`src/design/skfi_pkg.sv`:
```
// Package for the sorted key store: sizes, the cell data record and the
// search result record. Used by every module of the block; no dependencies.
`default_nettype none

package skfi_pkg;

  localparam int Capacity = 256;
  localparam int KeyW     = 160;
  localparam int HandleW  = 8;
  localparam int PosW     = 9;
  localparam int CountW   = $clog2(Capacity + 1);
  localparam int IdxW     = $clog2(Capacity + 1);

  // Cells are OR-reduced in groups; the group results are registered.
  localparam int GroupSize = 16;
  localparam int NumGroups = (Capacity + GroupSize - 1) / GroupSize;

  localparam logic OP_FIND   = 1'b0;
  localparam logic OP_INSERT = 1'b1;

  typedef struct packed {
    logic               valid;
    logic [KeyW-1:0]    key;
    logic [HandleW-1:0] handle;
  } cell_t;

  typedef struct packed {
    logic               found;
    logic [IdxW-1:0]    position;
    logic [HandleW-1:0] handle;
  } search_t;

endpackage

`default_nettype wire

```
`src/design/skfi_cell.sv`:
```
// One storage cell of the sorted key chain: a key, its handle and a valid
// bit, plus the registered compare flags. Depends on skfi_pkg.
`default_nettype none

module skfi_cell (
  input  wire logic                          clk_i,
  input  wire logic                          rst_ni,
  input  wire logic                          cmp_en_i,
  input  wire logic                          ins_en_i,
  input  wire logic [skfi_pkg::KeyW-1:0]     key_i,
  input  wire logic [skfi_pkg::HandleW-1:0]  handle_new_i,
  input  wire skfi_pkg::cell_t               prev_i,
  input  wire logic                          prev_below_i,
  output      skfi_pkg::cell_t               data_o,
  output      logic                          below_o,
  output      logic                          equal_o
);

  logic                         valid_q, valid_d;
  logic [skfi_pkg::KeyW-1:0]    key_q, key_d;
  logic [skfi_pkg::HandleW-1:0] handle_q, handle_d;
  logic                         below_q, below_d;
  logic                         equal_q, equal_d;
  logic                         load;

  // Cells below the key keep their entry. The first cell not below it takes
  // the new key; every cell above that takes its lower neighbor's entry.
  assign load = ins_en_i && !below_q;

  always_comb begin
    below_d = below_q;
    equal_d = equal_q;
    if (cmp_en_i) begin
      below_d = valid_q && (key_q < key_i);
      equal_d = valid_q && (key_q == key_i);
    end
  end

  always_comb begin
    valid_d  = valid_q;
    key_d    = key_q;
    handle_d = handle_q;
    if (load) begin
      if (prev_below_i) begin
        valid_d  = 1'b1;
        key_d    = key_i;
        handle_d = handle_new_i;
      end else begin
        valid_d  = prev_i.valid;
        key_d    = prev_i.key;
        handle_d = prev_i.handle;
      end
    end
  end

  always_ff @(posedge clk_i or negedge rst_ni) begin
    if (!rst_ni) begin
      valid_q <= 1'b0;
      below_q <= 1'b0;
      equal_q <= 1'b0;
    end else begin
      valid_q <= valid_d;
      below_q <= below_d;
      equal_q <= equal_d;
    end
  end

  always_ff @(posedge clk_i) begin
    key_q    <= key_d;
    handle_q <= handle_d;
  end

  assign data_o.valid  = valid_q;
  assign data_o.key    = key_q;
  assign data_o.handle = handle_q;
  assign below_o       = below_q;
  assign equal_o       = equal_q;

endmodule

`default_nettype wire

```
`config.mk`:
```
export PLATFORM = sky130hd
export DESIGN_NAME = skfi_cell
export DESIGN_NICKNAME = d
export VERILOG_FILES = /design/src/design/skfi_pkg.sv /design/src/design/skfi_cell.sv
export SDC_FILE = /design/constraint.sdc
export NUM_CORES = 1
export LEC_CHECK = 0
export ABC_AREA = 1
export BUFFER_PORTS_ARGS = -buffer_cell sky130_fd_sc_hd__buf_2
export CORE_AREA = 2 2 197 199
export CTS_CLUSTER_SIZE = 30
export DETAILED_ROUTE_END_ITERATION = 8
export DIE_AREA = 0 0 199 201
export GPL_TIMING_DRIVEN = 0
export PLACE_DENSITY = 0.57
export RECOVER_POWER = 100
export SLEW_MARGIN = 5
export SYNTH_ARGS = -nofsm -noshare
export SYNTH_HDL_FRONTEND = slang
export SYNTH_SLANG_ARGS = --single-unit
```
`constraint.sdc`:
```
create_clock -name clk_i -period 9.85 [get_ports clk_i]
set_clock_uncertainty 0.15 [all_clocks]
set_input_delay 0.4925 -clock clk_i [delete_from_list [all_inputs] [get_ports clk_i]]
set_output_delay 0.4925 -clock clk_i [all_outputs]
set_load 0.03 [all_outputs]
```
==> results of run 1 <==
==> through the flow <==
stage / hold WS [ns] / instances / power [uW] / cell area [um^2] / setup TNS, ns
after CTS: 0.124 / 2300 / 2230 / 15000 / 0
after floorplan: 0.0469 / 1234 / 1360 / 11200 / 0
after global routing: 0.166 / 2303 / 2290 / 14700 / 0
after detailed placement: 0.151 / 2269 / 1600 / 14500 / 0
after global placement: 0.150 / 2263 / 1610 / 14400 / -502.85
final: 0.163 / 2304 / 2170 / 14700 / 0
==> layer usage <==
| metal | part of all wire, % | wire [um] | track usage [%] | vias to the layer above |
|---|---|---|---|---|
| met5 | 0.033 | 13 | 0 | - |
| met3 | 7.5 | 2930 | 5.49 | 34 |
| li1 | - | - | - | 5253 |
| met1 | 40 | 15800 | 22.0 | 4868 |
| met2 | 51 | 19700 | 35.0 | 375 |
| met4 | 1.6 | 619 | 5.14 | 2 |
==> state kept, by name, summed over array words and instances (netlist names) <==
signal / flops
key_q: 160
handle_q: 8
below_o: 1
equal_o: 1
valid_q: 1
==> worst paths after layout <==
kind / endpoint / cells after the start
max in group asynchronous: valid_q / 2
min in group asynchronous: equal_o / 2
worst max register to register: key_q[136] / 4
worst min-delay path: valid_q / 3
worst min register to register: equal_o / 2
worst max-delay path: key_q[136] / 4
==> power by group through the flow <==
stage	clock network (uW)	registers, uW	logic [uW]
floorplan	0	1100	258
global placement	0	989	617
detailed placement	0	956	639
CTS	645	941	644
global route	665	954	674
finish	626	946	603
==> layout make-up <==
type | instances | area share, %
clock inverter | 9 | 0.358
clock buffer | 21 | 3.00
inverter | 191 | 4.89
multi-input combinational | 834 | 35.1
timing repair buffer | 518 | 16.2
antenna | 4 | 0.0682
tap | 518 | 4.42
buffer | 38 | 1.13
sequential | 171 | 34.9
==> cell families after synthesis <==
family	Yosys count
compound gates	272
mux	9
simple gates	393
buf+inv	229
flops	171
fa+ha+maj	160
==> critical path: cells and delay by family (launching register included) <==
kind | cells | cell delay (ns)
flops | 1 | 0.47
buf+inv | 3 | 3.70
simple gates | 1 | 0.73
==> synthesized netlist by cell type (all sizes together) <==
| cell | instances | area [um^2] |
|---|---|---|
| a31oi | 1 | 6.26 |
| and2 | 3 | 22.5 |
| nand3 | 16 | 113 |
| nor3 | 4 | 20.0 |
| inv | 191 | 717 |
| edfxtp | 168 | 5040 |
| nand4 | 13 | 87.6 |
| dfrtp | 3 | 75.1 |
| buf | 23 | 116 |
| o21a | 9 | 67.6 |
| nand2 | 148 | 566 |
| mux2 | 9 | 101 |
| o21bai | 2 | 15.0 |
| o21ai | 20 | 100 |
| nor2 | 208 | 821 |
| a21oi | 236 | 1180 |
| ha | 160 | 2000 |
| nor3b | 1 | 7.51 |
| o31ai | 1 | 7.51 |
| clkbuf | 15 | 56.3 |
| a21o | 2 | 15.0 |
| a21boi | 1 | 11.3 |
==> impl_metrics.yaml, run 1 <==
logic_synthesis:
  syn_nets: 1736
  yosys.area_share.simple_pct: 14.7
  ys_types: 35
  yosys.area_share.adder_pct: 17.9
  synth.area.mux_share_pct: 0.908
  netlist_area_um2: 11200
  ys_warn_count: 0
  synth_compound_area_share_pct: 12.6
  seq_area_frac_synth_pct: 45.9
  synth_top_family_by_area: "adder cells"
  yosys.area_share.xor_xnor_pct: 0
  ys_ff_latch: 171
  synthCells: 1234
  syn_area_per_cell_um2: 9.04
timing:
  rsz0062_at_grt: "no"
  final_hold_viol_count: 0
  tightest_slew_ns: 1.83
  slew-limit-headroom_pct: -21.8
  layout_setup_ws_ns: 4.33
  period_needed_ns: 5.52
  finalCritPeriodShare_pct: 56.0
  fmax_ghz: 0.181
  setup_viol: 0
  drv_slew: 147
worst_setup_path:
  cp_slowest_cell: "clkbuf_1"
  crit_chain: "nor2_1 > clkbuf_1 > clkbuf_1 > clkbuf_1"
  cpMostUsedCell: "clkbuf_1"
  crit_required_ns: 9.74
  worstSetupPathType: "reg -> reg"
  r2r-start: "below_o"
  crit_arrival_ns: 5.41
  rrSetupSlack_ns: 4.33
  crit_fanout: 29
  start_kind: "flip-flop"
  worst_setup_path_end_kind: "flip-flop"
  slowest_delay_ns: 1.35
  critPathLaunch: "below_o"
power:
  leakage_uw: 0.00697
  internal_power_uw: 1410
  p_sw_share_pct: 35.1
  netSwitchingPower_uw: 764
  p_per_area_nw_per_um2: 148
  sequentialPowerShare_pct: 43.5
  clkPwrFrac_pct: 28.8
  ir_worst_vdd_mv: 0.125
  pwr-share-comb_pct: 27.7
floorplan:
  fp.dieArea_um2: 40000
  die_h_um: 201
  rows: 72
  ios: 513
  start_util_pct: 29.3
  core_area_um2: 38100
  dieWidth_um: 199
layout:
  regArea_um2: 5120
  fillers: 4046
  fin_nets: 2273
  syn2layout_area_growth_pct: 31.5
  drive_gt1_share_pct: 23.4
  final_cell_mix: "buf_2, a21oi_1, clkbuf_1"
  multi_input_area_um2: 5150
  final_common_cell: "buf_2"
  utilization_pct: 38.5
drt:
  ant_nets: 0
  viasPerCell: 4.57
  route.detailed.drc: 0
  drt_first_pass_iters: 4
  wirelength_mm: 39.1
  wl_per_cell_um: 17.0
  via_count: 10500
  drtIter0Drc: 354
cts:
  path_clk_slew_ns: 0.07
  cts_tree: "done"
  cts_buffers: 17
  hold_buffers: 1
  htreeDepth: 4
  cts-root-buf: "clkbuf_16"
  clockBufferDepth: 2
  cts_resized: 0
  cts_setup_buffers: 0
  clock_latency_ns: 0.45
  cts.sinks: 171
worst_hold_path:
  min_from: "prev_i[168]"
  hp-class: "in -> reg"
global_routing:
  antenna_found_initial: 5
  overflow: 0
  grt_max_degree: 30
  grt_pass1_vias: 10600
  gr-usage-all-layers_pct: 19.3
  grt_pass1_wl_mm: 58.0
status:
  status: "finished, violations left"
  violations: "max-capacitance violations, max-slew violations"
run:
  drv_cap: 5
placement:
  portBuffers: 511
  gp_congestion: 0.873
  dp_slack_ns: 7.37
  dp_hpwl_mm: 32.3
Note: power is estimated with default switching activity, not from simulation.
==> run 2: changes to the inputs <==
==> constraint.sdc (replaced) <==
create_clock -name clk_i -period 5.1 [get_ports clk_i]
set_clock_uncertainty 0.15 [all_clocks]
set_input_delay 0.255 -clock clk_i [delete_from_list [all_inputs] [get_ports clk_i]]
set_output_delay 0.255 -clock clk_i [all_outputs]
set_load 0.03 [all_outputs]
==> run 2 against run 1 <==
  * Largest power group unchanged
  * Setup slack got worse by 2.7 ns
  * First-iteration DRC count is 19% higher
  * Largest cell class is now buffers
  * Non-clock buffer count rose by 272
  * Sequential cell count unchanged
  * Final cell count rose by 12%
  * Highest routed layer is now met4
  * Maximum frequency increased by 59%
  * Wire length increased by 10%
  * Global-route usage increased by 2.0 points
  * Critical path depth stayed put
  * Count of clock-buffer cells in the layout is 1 lower
  * The flow still finishes with violations (max-capacitance violations, max-slew violations)
  * Register-to-register slack got worse by 2.7 ns
  * Sequential share of layout area shrank 5.7 points
==> impl_metrics.yaml, run 2 (synthesized netlist as in run 1, its figures left out) <==
status:
  status: "finished, violations left"
  violations: "max-capacitance violations, max-slew violations"
worst_setup_path:
  reg2reg_depth: 4
  crit_chain: "nor2_1 > clkbuf_1 > buf_12 > buf_12"
  crit_fanout: 30
  r2r-end: "key_q[105]"
  worstSetupPathType: "reg -> reg"
  r2r-start: "below_o"
  cp_slowest_cell: "clkbuf_1"
  crit_arrival_ns: 3.45
  crit_family: "buffers and inverters"
  slowest_delay_ns: 1.36
  cpMostUsedCell: "buf_12"
  start_kind: "flip-flop"
  path_buf_inv: 3
  critPathLaunch: "below_o"
  rrSetupSlack_ns: 1.64
  crit_required_ns: 5.09
  worst_setup_path_end_kind: "flip-flop"
worst_hold_path:
  hold_depth: 3
  hp-class: "in -> reg"
  hold_end: "key_q[39]"
  min_from: "key_i[39]"
drt:
  ant_nets: 0
  route.detailed.drc: 0
  drtIter0Drc: 421
  drt_first_pass_iters: 5
  wl_per_cell_um: 16.7
  viasPerCell: 4.60
  wirelength_mm: 43.0
  via_count: 11900
timing:
  setup_tns_ns: 0
  holdWs_ns: 0.0309
  slew-limit-headroom_pct: -20.2
  drv_slew: 54
  tightest_slew_ns: 1.80
  rsz0062_at_grt: "no"
  final_hold_viol_count: 0
  finalCritPeriodShare_pct: 67.9
  fmax_ghz: 0.289
  setup_viol: 0
  period_needed_ns: 3.46
floorplan:
  die_h_um: 201
  rows: 72
  fp.dieArea_um2: 40000
  core_area_um2: 38100
  dieWidth_um: 199
  start_util_pct: 29.3
  ios: 513
power:
  p_per_area_nw_per_um2: 258
  ir_worst_vdd_mv: 0.244
  leakage_uw: 0.00812
cts:
  htreeDepth: 4
  cts.sinks: 171
  cts-root-buf: "clkbuf_16"
  cts_tree: "done"
  clockBufferDepth: 2
  cts_buffers: 17
  path_clk_slew_ns: 0.07
  cts_resized: 0
  clock_latency_ns: 0.45
layout:
  largestRegisters: "key_q x160, handle_q x8"
  syn2layout_area_growth_pct: 57.1
  final_common_cell: "buf_2"
  fin_nets: 2545
  largest_reg_flops: 160
  regMostFlops: "key_q"
  final_cell_mix: "buf_2, dlygate4sd3_1, a21oi_1"
  drive_gt1_share_pct: 20.4
global_routing:
  grt_max_degree: 31
  antenna_found_initial: 3
  grt_pass1_wl_mm: 65.4
  overflow: 0
  grt_pass1_vias: 12500
  gr-usage-all-layers_pct: 21.3
run:
  drv_cap: 2
placement:
  dp_hpwl_mm: 32.5
  gp_congestion: 0.869
  portBuffers: 511
==> run 2: cell types whose count changed in the layout (fill, tap and decap cells not counted) <==
cell / delta
dlygate4sd3_1: +272
buf_12: +4
buf_2: -4
bufinv_16: +2
clkinv_4: +2
and2_0: -1
and2_1: +1
clkbuf_1: -1
clkinv_2: -1
diode_2: -1
==> run 2: layout make-up <==
class | instances | area [um^2]
Fill cell | 3850 | 20600
Tap cell | 518 | 648
Clock buffer | 20 | 437
Antenna cell | 3 | 7.51
Timing Repair Buffer | 790 | 5160
Buffer | 38 | 160
Inverter | 191 | 717
Sequential cell | 171 | 5120
Multi-Input combinational cell | 834 | 5150
Clock inverter | 12 | 125
==> run 2: worst max-delay path by stage <==
stage | endpoint | slack [ns] | cells after the start
5_1_grt | key_q[105] | 1.48 | 4
4_1_cts | key_q[144] | 2.65 | 5
2_1_floorplan | handle_q[0] | 1.44 | 1
3_5_place_dp | key_q[145] | 2.67 | 4
6_report | key_q[105] | 1.64 | 4
3_3_place_gp | key_q[93] | 0.04 | 1
==> run 2: worst min-delay path, cell delays in order <==
cell and delay (ns):
buf_2 0.09, inv_1 0.05, a21oi_1 0.12
==> run 2: timing repair <==
action,in CTS,in global routing
endpoints found under the hold margin,169,0
endpoints found under the setup margin,0,0
hold buffers,273,0
buffers inserted,0,0
==> run 2: power by group <==
part           internal (uW)  switching, uW
sequential              1730           84.6
clock                    717            596
combinational            550            846
==> run 2: metal layers <==
layer,vias to the layer above,track usage [%],part of all wire (%)
met5,-,0,0
met4,0,10.9,4.6
met3,103,5.04,6.7
met2,466,37.3,49
met1,5497,23.9,39
li1,5784,-,-
==> run 2: through the flow <==
step | total power (uW) | utilization (%) | instance area (um^2) | cells | setup slack, ns
floorplan | 2600 | - | 11200 | 1234 | 1.44
global placement | 3060 | 37.7 | 14400 | 2263 | 0.0357
detailed placement | 3080 | 38.0 | 14500 | 2269 | 2.67
CTS | 4610 | 46.7 | 17800 | 2574 | 2.65
global route | 4760 | 46.0 | 17500 | 2577 | 1.48
finish | 4530 | 46.0 | 17500 | 2577 | 1.64
